`src/design/length_typed_packet_deframer_core_assert.svh`:
```
// assertion macros used by the deframer core
`ifndef LENGTH_TYPED_PACKET_DEFRAMER_CORE_ASSERT_SVH
`define LENGTH_TYPED_PACKET_DEFRAMER_CORE_ASSERT_SVH

// same-cycle implication, disabled during reset
`define LTPD_ASSERT_NOW(label, clk, rst_n, ante, cons) \
  label: assert property (@(posedge clk) disable iff (!(rst_n)) (ante) |-> (cons)) \
    else $error("deframer check failed");

// next-cycle implication, disabled during reset
`define LTPD_ASSERT_NEXT(label, clk, rst_n, ante, cons) \
  label: assert property (@(posedge clk) disable iff (!(rst_n)) (ante) |=> (cons)) \
    else $error("deframer check failed");

`endif

```
`src/design/ltpd_pkg.sv`:
```
package ltpd_pkg;

  // status codes of one result word
  localparam logic [1:0] ST_BUSY   = 2'd0;
  localparam logic [1:0] ST_GOOD   = 2'd1;
  localparam logic [1:0] ST_BADSUM = 2'd2;
  localparam logic [1:0] ST_STRAY  = 2'd3;

  // framing state carried between words
  typedef struct packed {
    logic       in_packet;
    logic       length_seen;
    logic [2:0] type_code;
    logic       data_done;
    logic [7:0] declared_length;
    logic [7:0] data_count;
    logic [7:0] running_sum;
  } ltpd_state_t;

  // one result word
  typedef struct packed {
    logic [1:0] status;
    logic [2:0] packet_type;
    logic [7:0] packet_length;
    logic       data_valid;
    logic [7:0] data_index;
    logic [7:0] data_byte;
  } ltpd_result_t;

endpackage

```
`src/design/ltpd_step.sv`:
```
module ltpd_step import ltpd_pkg::*; (
  input  ltpd_state_t  state,
  input  logic [7:0]   head_byte,
  input  logic [7:0]   rx_byte,
  output ltpd_state_t  state_nxt,
  output ltpd_result_t result
);

  logic [8:0] count_inc;

  assign count_inc = {1'b0, state.data_count} + 9'd1;

  // per-byte framing decision
  always_comb begin
    state_nxt = state;
    result    = '0;
    result.status = ST_BUSY;
    if (!state.in_packet) begin
      // idle: look for the head byte
      if (rx_byte == head_byte) begin
        state_nxt.in_packet   = 1'b1;
        state_nxt.length_seen = 1'b0;
        state_nxt.type_code   = 3'd0;
        state_nxt.data_done   = 1'b0;
        state_nxt.data_count  = 8'd0;
        state_nxt.running_sum = 8'd0;
      end else begin
        result.status = ST_STRAY;
      end
    end else begin
      if (!state.length_seen) begin
        state_nxt.length_seen     = 1'b1;
        state_nxt.declared_length = rx_byte;
      end else if (state.type_code == 3'd0) begin
        // a zero type means the next byte is the type again
        state_nxt.type_code = rx_byte[2:0];
      end else if (!state.data_done && state.declared_length != 8'd0) begin
        // payload byte
        result.data_valid     = 1'b1;
        result.data_index     = state.data_count;
        result.data_byte      = rx_byte;
        state_nxt.running_sum = state.running_sum + rx_byte;
        if (count_inc >= {1'b0, state.declared_length}) begin
          state_nxt.data_done = 1'b1;
        end
        state_nxt.data_count = count_inc[7:0];
      end else begin
        // checksum byte
        result.status = (rx_byte == state.running_sum) ? ST_GOOD : ST_BADSUM;
      end
      result.packet_type   = state_nxt.type_code;
      result.packet_length = state_nxt.length_seen ? state_nxt.declared_length : 8'd0;
      // end of packet keeps length and sum until the next head
      if (result.status != ST_BUSY) begin
        state_nxt.in_packet   = 1'b0;
        state_nxt.length_seen = 1'b0;
        state_nxt.type_code   = 3'd0;
        state_nxt.data_done   = 1'b0;
        state_nxt.data_count  = 8'd0;
      end
    end
  end

endmodule

```
`src/design/length_typed_packet_deframer_core.sv`:
```
// Packet deframer for a byte stream from a serial receiver.
// Input channel (in_valid / in_stall / in_rx_byte): one received byte per
// word. A packet is head byte, length byte, type byte (repeated while its
// low three bits are zero), length payload bytes, then an 8-bit sum byte.
// Result channel (out_valid / out_stall / out_*): exactly one result word
// per input byte: status, packet type and length, and the payload byte with
// its index when out_data_valid is set.
// Config channel (cfg_valid / cfg_ready / cfg_data): writes the head byte;
// cfg_ready is always high. Write only while no packet traffic is pending.
// Latency: the result for a byte is presented the cycle after it is taken.
// Throughput: one byte per cycle while out_stall holds no result; the state
// update between the framing state register and the result register is combinational.
// Stall: while a result waits under out_stall, in_stall is raised so the
// result register holds; a waiting result is replaced in the cycle it is
// taken, so back-to-back bytes flow with no bubble.
// Reset (rst_n low, synchronous): idle, head byte 0, no result pending.
module length_typed_packet_deframer_core import ltpd_pkg::*; (
  input  logic       clk,
  input  logic       rst_n,
  input  logic       in_valid,
  output logic       in_stall,
  input  logic [7:0] in_rx_byte,
  output logic       out_valid,
  input  logic       out_stall,
  output logic [1:0] out_status,
  output logic [2:0] out_packet_type,
  output logic [7:0] out_packet_length,
  output logic       out_data_valid,
  output logic [7:0] out_data_index,
  output logic [7:0] out_data_byte,
  input  logic       cfg_valid,
  output logic       cfg_ready,
  input  logic [7:0] cfg_data
);

`include "length_typed_packet_deframer_core_assert.svh"

  logic         in_accept;
  logic [7:0]   head_r;
  ltpd_state_t  state_r;
  ltpd_state_t  state_nxt;
  ltpd_result_t result_r;
  ltpd_result_t result_nxt;
  logic         out_valid_r;

  // handshake
  assign in_stall  = out_valid_r & out_stall;
  assign in_accept = in_valid & ~in_stall;
  assign cfg_ready = 1'b1;

  // head byte register
  always_ff @(posedge clk) begin
    if (!rst_n) begin
      head_r <= 8'd0;
    end else if (cfg_valid) begin
      head_r <= cfg_data;
    end
  end

  // per-byte framing logic
  ltpd_step u_step (
    .state     (state_r),
    .head_byte (head_r),
    .rx_byte   (in_rx_byte),
    .state_nxt (state_nxt),
    .result    (result_nxt)
  );

  // framing state and result valid
  always_ff @(posedge clk) begin
    if (!rst_n) begin
      state_r     <= '0;
      out_valid_r <= 1'b0;
    end else begin
      if (in_accept) begin
        state_r <= state_nxt;
      end
      if (in_accept) begin
        out_valid_r <= 1'b1;
      end else if (!out_stall) begin
        out_valid_r <= 1'b0;
      end
    end
  end

  // result payload
  always_ff @(posedge clk) begin
    if (in_accept) begin
      result_r <= result_nxt;
    end
  end

  assign out_valid         = out_valid_r;
  assign out_status        = result_r.status;
  assign out_packet_type   = result_r.packet_type;
  assign out_packet_length = result_r.packet_length;
  assign out_data_valid    = result_r.data_valid;
  assign out_data_index    = result_r.data_index;
  assign out_data_byte     = result_r.data_byte;

  // checks
  `LTPD_ASSERT_NOW(a_data_busy, clk, rst_n, out_valid_r && result_r.data_valid,
    result_r.status == ST_BUSY)
  `LTPD_ASSERT_NOW(a_data_in_len, clk, rst_n, out_valid_r && result_r.data_valid,
    result_r.data_index < result_r.packet_length)
  `LTPD_ASSERT_NOW(a_type_after_len, clk, rst_n, state_r.type_code != 3'd0,
    state_r.in_packet && state_r.length_seen)
  `LTPD_ASSERT_NEXT(a_end_idle, clk, rst_n, in_accept && result_nxt.status != ST_BUSY,
    !state_r.in_packet)

endmodule

```
`config.mk`:
```
export PLATFORM = sky130hd
export DESIGN_NAME = length_typed_packet_deframer_core
export DESIGN_NICKNAME = d
export VERILOG_FILES = /design/src/design/ltpd_pkg.sv /design/src/design/ltpd_step.sv /design/src/design/length_typed_packet_deframer_core.sv
export VERILOG_INCLUDE_DIRS = /design/src /design/src/design
export SDC_FILE = /design/constraint.sdc
export NUM_CORES = 1
export LEC_CHECK = 0
export BUFFER_PORTS_ARGS = -buffer_cell sky130_fd_sc_hd__buf_2
export CAP_MARGIN = 10
export CORE_MARGIN = 2
export CORE_UTILIZATION = 40
export DETAILED_ROUTE_END_ITERATION = 8
export HOLD_SLACK_MARGIN = 0.03
export PLACE_DENSITY_LB_ADDON = 0.2
export SLEW_MARGIN = 40
export SYNTH_ARGS = -nofsm -noshare
export SYNTH_HDL_FRONTEND = slang
export SYNTH_SLANG_ARGS = --single-unit
```
`constraint.sdc`:
```
create_clock -name clk -period 3.7 [get_ports clk]
set_clock_uncertainty 0.15 [all_clocks]
set_input_delay 0.185 -clock clk [delete_from_list [all_inputs] [get_ports clk]]
set_output_delay 0.185 -clock clk [all_outputs]
set_load 0.005 [all_outputs]
```
* Yosys cells after proc, flatten, opt, wreduce, memory -nomap -nowiden
Cells that the tools add are included.
Storage, ports and cells: register bits after elaboration 69, bits of input ports 21
Cells by class: bitwise logic cells 6, reduce and logical (&&, ||, !) cells 14, multiplexer cells 26, equal/unequal tests 10, add/subtract/negate cells 2, magnitude comparators 1
Operator list (number):
- $mux W16 | 5
- $mux W6 | 3
- $mux W17 | 1
- $eq A8 B8 Y1 | 2
- $mux W8 | 2
- $mux W2 | 7
- $reduce_and A5 Y1 | 2
- $add A8 B1 Y9 const B | 1
- $ge A9 B8 Y1 | 1
- $add A8 B8 Y8 | 1
- $reduce_bool A8 Y1 | 1
- $mux W1 | 6
- $ne A3 B1 Y1 const B | 2
- $reduce_and A2 Y1 | 3
- $reduce_and A6 Y1 | 1
- $mux W4 | 1
- $ne A2 B1 Y1 const B | 2
- $ne A2 B2 Y1 const B | 2
- $not A1 Y1 | 4
- $reduce_bool A2 Y1 | 2
- $reduce_or A4 Y1 | 1
- $logic_not A3 Y1 | 1
- $mux W3 | 1
- $ne A3 B2 Y1 const B | 1
- other kinds (5) | 6

* Depth between registers and ports, before layout
Gate-level depths: netlist (run 1).
word-level depth 9, mapped depth 10, gate-level depth less buffers 10

* By module
A second synthesis (run 1) with hierarchy kept.
Unflattened totals: cells, all modules 410, area total of the unflattened synthesis 3990.1 sq um
By module, submodules not included:
- length_typed_packet_deframer_core | cells each 192, seq. area each 1681.6 sq um, area each 2478.6 sq um, instances 1
- ltpd_step | cells each 218, seq. area each 0.0 sq um, area each 1511.4 sq um, instances 1

* Worst setup path after synthesis (run 1)
OpenSTA, ideal clock, no wires.
kind register to register, start point reg state_r[8] (netlist name), end point reg state_r[24] (netlist name), period minus slack after synthesis 2.498 ns, arrival 2.232 ns, cell stages (with the launch flop) 11, path buffers 0, required time 3.434 ns, slack 1.202 ns, path through dfxtp_1 ha_1 nand3_1 or2_2 xnor2_1 ha_1 a21oi_1 nor2b_1 a2111oi_0 o221ai_1 o211a_1
On the way: longest elaborated chain between the ends 4
RTL lines:
- start: declaration | RTL line length_typed_packet_deframer_core.sv:40 | ltpd_state_t state_r;
- start signal: assignment | RTL line length_typed_packet_deframer_core.sv:76 | state_r <= state_nxt;
- $add A8 B1 Y9 | RTL line ltpd_step.sv:11 | assign count_inc = {1'b0, state.data_count} + 9'd1;
- $ge A9 B8 Y1 | RTL line ltpd_step.sv:43 | if (count_inc >= {1'b0, state.declared_length}) begin
- $ne A3 B1 Y1 (no line)
- $reduce_and A6 Y1 (no line)
Every way passes these cells. A chain may end at the register's enable or synchronous reset.

* Final worst setup path (run 1)
Same ends and word-level chain as after synthesis.

==> run_results.csv, run 1 <==
group,metric,value,unit
power,finalPower,1.567,mW
clock_tree,cts_buffers,9,
clock_tree,clock_latency,350,ps
setup_path,critPathKind,"reg -> reg",
cells_and_area,mostFrequentLayoutCells,"52 x buf_2, 39 x dfxtp_1, 30 x edfxtp_1",
timing,rsz0062_at_grt,"false",
power,netSwitchingPower,0.3851,mW
synthesis,synth_xor_area_share,4.988,%
timing,min_period,2844,ps
floorplan,fp.dieH,97.71,um
floorplan,fp.dieW,97.71,um
grt,grt_max_degree,37,
setup_path,critPathMaxStageDelay,450,ps
setup_path,cp-end-kind,"register",
cells_and_area,multiInputGateArea,1722,um2
power,power_frac_comb,7.3,%
power,peakVddDrop,194.8,uV
clock_tree,root_buffer,"clkbuf_8",
synthesis,syn_nets,363,
synthesis,synth_area_leader_cell,"edfxtp_1",
floorplan,initial_core_util,40.67,%
detailed_routing,drc,0,
synthesis,synth_top_cell_area_share,25.65,%
min_path,hold_depth,3,
setup_path,r2r_cells,10,
place,place_congestion,0.8347,
floorplan,coreArea,8636,um2
cells_and_area,n_antenna_cell,0,
grt,antenna_found_initial,0,
power,p_leak,1.763,nW
timing,setup_viol,0,
synthesis,synth-compound-area-share,12.54,%
grt,grt_use_total,16.78,%
floorplan,die_area,9546,um2
power,seq_power_share,52.3,%
clock_tree,clockBufferDepth,2,
detailed_routing,routedWlPerCell,14.99,um
setup_path,startpoint_type,"register",
place,portBuffers,52,
timing,clock.fmax,351.6,MHz
cells_and_area,layout.nets,425,
power,p_per_area,375.3,nW/um2
min_path,min-delay-start,"in_rx_byte[4]",
timing,period_share,76.86,%
detailed_routing,drt_first_pass_iters,4,
setup_path,rrSetupSlack,860,ps
timing,slew_violations,0,
setup_path,slowest_stage,"dfxtp_1",
detailed_routing,via_per_inst,5.178,
grt,grt_overflow,0,
floorplan,std_cell_rows,34,
detailed_routing,ant_nets,0,
cells_and_area,nFillCells,824,
cells_and_area,finalNonFillerCells,500,
clock_tree,clk_pin_slew,90,ps
clock_tree,cts_tree,"yes",
detailed_routing,wl,7496,um
setup_path,worstPathCellList,"ha_1, nand3_1, or2_2, xnor2_1, ha_1, a21oi_1, nor2b_1, a2111oi_0, o221ai_1, o211a_1",
timing,tns,0,ps
timing,hold_viol,0,
grt,grt_first_pass_wirelength,12610,um
cells_and_area,fin_util,48.33,%
power,pwr-share-clk,40.4,%
grt,grt_pass1_vias,2600,
synthesis,yosysWarnings,0,
timing,maxSlewHeadroom,50.95,%
synthesis,synth-main-ff-cell,"dfxtp_1",
synthesis,synth_simple_gate_area_share,16.99,%
detailed_routing,drt_iter0_markers,92,
run_status,status,"finished, final reports clean",
synthesis,synthTopCellsByArea,"edfxtp_1 26%, dfxtp_1 22%, mux2i_1 8.0%",
clock_tree,cts.sinks,69,
synthesis,synth.yosys.seq_area_share,47.88,%
synthesis,synth-adder-area-share,6.270,%
setup_path,cpMostUsedCell,"ha_1",
power,internal-power,1.181,mW
synthesis,netlist_instances,325,
clock_tree,post-cts-setup-buffer-count,0,
detailed_routing,vias,2589,
min_path,whs_endpoint,"state_r[20]",
setup_path,worstReg2RegStart,"state_r[8]",
cells_and_area,drive_above_1_share,20.92,%
clock_tree,cts_resized,0,
setup_path,arrival,2930,ps
place,dp_hpwl,5204,um
cells_and_area,syn2layout_area_growth,18.85,%
synthesis,synth_top_family_by_area,"simple AND/OR/NAND/NOR gates",
timing,worstMarginPinSlew,729.5,ps
place,dp.cells,474,
cells_and_area,layout_commonest_cell,"buf_2",
synthesis,async_flop_share,0,%
synthesis,synth_area_per_cell,10.81,um2
power,switching_share,24.59,%
setup_path,path_max_fanout,7,
min_path,min_path_type,"in -> reg",
synthesis,synthMuxAreaShare,7.980,%
cells_and_area,area.sequential,1682,um2
synthesis,synth_enable_flop_cells,30,
setup_path,worstPathRequired,3790,ps
setup_path,r2r-end,"state_r[24]",
synthesis,syn-cell-area,3512,um2
job,drv_cap,0,
synthesis,ys_types,53,
floorplan,io_pins,54,
synthesis,postSynthRegisterBits,69,
clock_tree,htreeDepth,3,
-- stage by stage --
step	setup WS [ps]	hold WS, ps	cell area [um2]
after floorplan	1202	158.8	3512
after global routing	613.0	49.09	4174
after global placement	1077	250.4	3870
final	856.0	51.53	4174
after CTS	854.6	47.93	4174
after detailed placement	883.9	261.2	3870
-- what timing repair did --
action,in CTS,in global routing
hold buffers,10,0
endpoints found under the setup margin,0,0
endpoints found under the hold margin,9,0
-- power by group through the flow --
stage                     combinational (mW)  sequential (mW)  clock [mW]
after floorplan                       0.0589            0.839           0
after global placement                 0.107            0.837           0
after detailed placement               0.108            0.837           0
after CTS                              0.117            0.819       0.650
after global routing                   0.127            0.822       0.684
final                                  0.115            0.819       0.633
-- cell families (layout without fill, tap and decap cells) --
kind of cell | Yosys count | count (layout)
xor gates and xnor gates | 20 | 20
muxes | 28 | 28
and+or+nand+nor | 103 | 103
other | 1 | 1
adders and majority gates | 17 | 17
buffers and inverters | 27 | 94
DFF | 69 | 69
AOI/OAI and AO/OA | 60 | 60
-- cell usage after synthesis (all sizes together) (2+ instances only) --
cell type,number
a21boi,4
a21o,4
a21oi,14
a22o,8
a311o,2
a31oi,2
and2,17
and3,5
buf,7
clkbuf,7
dfxtp,39
edfxtp,30
ha,16
inv,13
mux2i,28
nand2,15
nand3,11
nand4,3
nor2,17
nor2b,18
nor3,4
nor3b,2
nor4,5
o211a,2
o211ai,4
o21a,3
o21ai,5
o2bb2ai,3
or2,2
xnor2,7
xor2,13
-- area by class of cell --
cell class / count / share of cell area [%]
Clock buffer: 9 / 2.968
Clock inverter: 7 / 1.918
Inverter: 13 / 1.169
Multi-Input combinational cell: 229 / 41.25
Sequential cell: 69 / 40.29
Tap cell: 108 / 3.237
Timing Repair Buffer: 65 / 9.173
-- state kept, by name, summed over array words and instances (netlist names) --
| name | flops |
|---|---|
| out_packet_type | 3 |
| out_packet_length | 8 |
| head_r | 8 |
| state_r | 30 |
| out_status | 2 |
| out_data_index | 8 |
| out_data_byte | 8 |
| out_data_valid | 1 |
| out_valid | 1 |
-- critical path, delay by kind of cell (launching register included) --
kind            cells  cell delay, ps
compound gates      4             930
fa+ha+maj           2             590
flops               1             450
simple gates        3             480
xor+xnor            1             140
-- layer usage --
layer  vias up  GRT usage [%]  part of all wire [%]
met4         0          7.158                   2.5
met3        15          4.964                   3.5
li1       1305              -                     -
met1      1218          20.96                    47
met2        51          27.16                    47
met5         -              0                     0
-- worst max-delay path by stage --
stage               startpoint     endpoint  slack, ps  depth (start not counted)
finish              state_r[8]  state_r[24]        860                         10
CTS                 state_r[8]  state_r[24]        850                         10
global placement    state_r[8]  state_r[24]       1080                         10
global route        state_r[8]  state_r[24]        610                         10
detailed placement  state_r[8]  state_r[24]        880                         10
floorplan           state_r[8]  state_r[24]       1200                         10
Power figures use the tool's default switching activity.
==> run 2, diff against run 1 <==
==> constraint.sdc (replaced) <==
create_clock -name clk -period 2.75 [get_ports clk]
set_clock_uncertainty 0.15 [all_clocks]
set_input_delay 0.1375 -clock clk [delete_from_list [all_inputs] [get_ports clk]]
set_output_delay 0.1375 -clock clk [all_outputs]
set_load 0.005 [all_outputs]
==> run 2 against run 1 <==
- clock power up 48%
- wire length is 4.3% higher
- combinational power is 43% higher
- fmax is 12% higher
- global-route usage increased by 0.91 points
- critical path type unchanged
- critical endpoint unchanged
- largest cell class unchanged
- highest routed layer unchanged
==> run_results.csv, run 2 (synthesis gave the netlist of run 1 again) <==
group,metric,value,unit
run_status,status,"finished, final reports clean",
power,p_per_area,510.6,nW/um2
floorplan,coreArea,8636,um2
clock_tree,clockBufferDepth,2,
grt,grt_max_degree,35,
setup_path,path_max_fanout,6,
power,switching_share,23.74,%
grt,antenna_found_initial,0,
power,netSwitchingPower,0.5231,mW
cells_and_area,largest-register,"state_r",
clock_tree,root_buffer,"clkbuf_8",
timing,clock.fmax,392.1,MHz
detailed_routing,wl_met2,3677,um
detailed_routing,drt_first_pass_iters,4,
setup_path,startpoint_type,"register",
place,place_congestion,0.8487,
cells_and_area,layout_commonest_cell,"buf_2",
timing,setup_viol,0,
place,portBuffers,52,
floorplan,initial_core_util,40.67,%
setup_path,cpLargestDelayFamily,"simple AND/OR/NAND/NOR gates",
clock_tree,cts_tree,"yes",
setup_path,path_buf_inv,1,
timing,worstMarginPinSlew,776.5,ps
timing,period_share,92.74,%
grt,grt_overflow,0,
floorplan,std_cell_rows,34,
detailed_routing,vias,2615,
floorplan,fp.dieH,97.71,um
floorplan,fp.dieW,97.71,um
detailed_routing,via_per_inst,5.117,
clock_tree,clk_pin_slew,80,ps
setup_path,worstPathCellList,"buf_4, nand3_1, nor3_2, xor2_1, ha_1, and3_1, a2111oi_2, o221ai_1, o211a_1",
floorplan,io_pins,54,
detailed_routing,routedWlPerCell,15.30,um
cells_and_area,layout.nets,436,
detailed_routing,wl_met3,323,um
timing,min_period,2550,ps
detailed_routing,drc,0,
timing,maxSlewHeadroom,47.79,%
timing,hold_viol,0,
power,power_frac_comb,7.4,%
timing,hold-worst-slack,45.03,ps
setup_path,slowest_stage,"dfxtp_1",
setup_path,critPathKind,"reg -> reg",
clock_tree,clock_latency,360,ps
job,drv_cap,0,
power,seq_power_share,50.0,%
detailed_routing,drt_iter0_markers,137,
clock_tree,htreeDepth,3,
setup_path,critPathMaxStageDelay,390,ps
detailed_routing,ant_nets,0,
timing,slew_violations,0,
clock_tree,cts_buffers,9,
power,pwr-share-clk,42.6,%
cells_and_area,drive_above_1_share,21.84,%
cells_and_area,mostFrequentLayoutCells,"52 x buf_2, 39 x dfxtp_1, 30 x edfxtp_1",
cells_and_area,n_antenna_cell,0,
cells_and_area,nFillCells,803,
cells_and_area,largest_reg_flops,30,
detailed_routing,topRoutingLayerUsed,"met4",
floorplan,die_area,9546,um2
detailed_routing,met1Wirelength,3646,um
power,peakVddDrop,220.7,uV
timing,tns,0,ps
place,dp_hpwl,5392,um
grt,grt_use_total,17.69,%
clock_tree,post-cts-setup-buffer-count,0,
timing,rsz0062_at_grt,"false",
power,internal-power,1.680,mW
clock_tree,cts.sinks,69,
setup_path,worstPathRequired,2850,ps
power,p_leak,1.824,nW
grt,grt_pass1_vias,2602,
grt,grt_first_pass_wirelength,13190,um
min_path,min_path_type,"in -> reg",
cells_and_area,syn2layout_area_growth,22.87,%
detailed_routing,wl,7816,um
setup_path,arrival,2650,ps
setup_path,cp-end-kind,"register",
[run 2: cell count changes in the layout (fill, tap and decap cells not counted), sizes merged]
cell and delta:
clkinv +2, inv -2, dlygate4sd3 +7, buf +4
bufinv +1, clkinvlp -1
[run 2: power groups by stage]
stage | combinational [mW] | clock, mW | sequential, mW
CTS | 0.166 | 0.955 | 1.10
global placement | 0.145 | 0 | 1.13
finish | 0.164 | 0.938 | 1.10
floorplan | 0.0792 | 0 | 1.13
detailed placement | 0.147 | 0 | 1.13
global route | 0.181 | 1.01 | 1.11
[run 2: repair_timing]
item / CTS / global route
hold endpoints to repair: 18 / 0
gates resized for setup: 0 / 5
hold buffers: 17 / 0
setup endpoints to repair: 0 / 1
[run 2: area by class of cell]
cell class	count	area (um2)	share of cell area [%]
Tap cell	108	135.1	3.131
Inverter	13	48.80	1.131
Clock buffer	9	123.9	2.870
Clock inverter	7	97.59	2.262
Timing Repair Buffer	76	483.0	11.19
Sequential cell	69	1682	38.97
Multi-Input combinational cell	229	1745	40.45
[run 2: routing by layer]
| metal | vias to the layer above | track usage (%) |
|---|---|---|
| met5 | - | 0 |
| met4 | 0 | 7.265 |
| met3 | 14 | 4.604 |
| met2 | 54 | 28.49 |
| met1 | 1221 | 22.72 |
| li1 | 1326 | - |
[run 2: path summary, 6_finish.rpt]
kind / from / endpoint / slack (ps) / cells past startpoint
worst max-delay path: state_r[8] / state_r[24] / 200 / 9
worst min-delay path: in_rx_byte[1] / state_r[17] / 50 / 3
worst max register to register: state_r[8] / state_r[24] / 200 / 9
worst min register to register: state_r[3] / state_r[3] / 340 / 1
[run 2: worst min-delay path: stages]
cell and delay (ps):
buf_2 170, mux2i_1 140, nor2b_1 50
[run 2: per-stage QoR]
step | cells | cell area (um2) | worst slack [ps] | power [mW] | util (%)
3_3_place_gp | 478 | 3900 | 214.4 | 1.271 | 45.16
5_1_grt | 511 | 4315 | 1.851 | 2.294 | 49.97
6_report | 511 | 4315 | 199.7 | 2.203 | 49.97
2_1_floorplan | 325 | 3512 | 251.6 | 1.208 | -
4_1_cts | 511 | 4292 | 115.6 | 2.223 | 49.70
3_5_place_dp | 478 | 3900 | 144.3 | 1.273 | 45.16
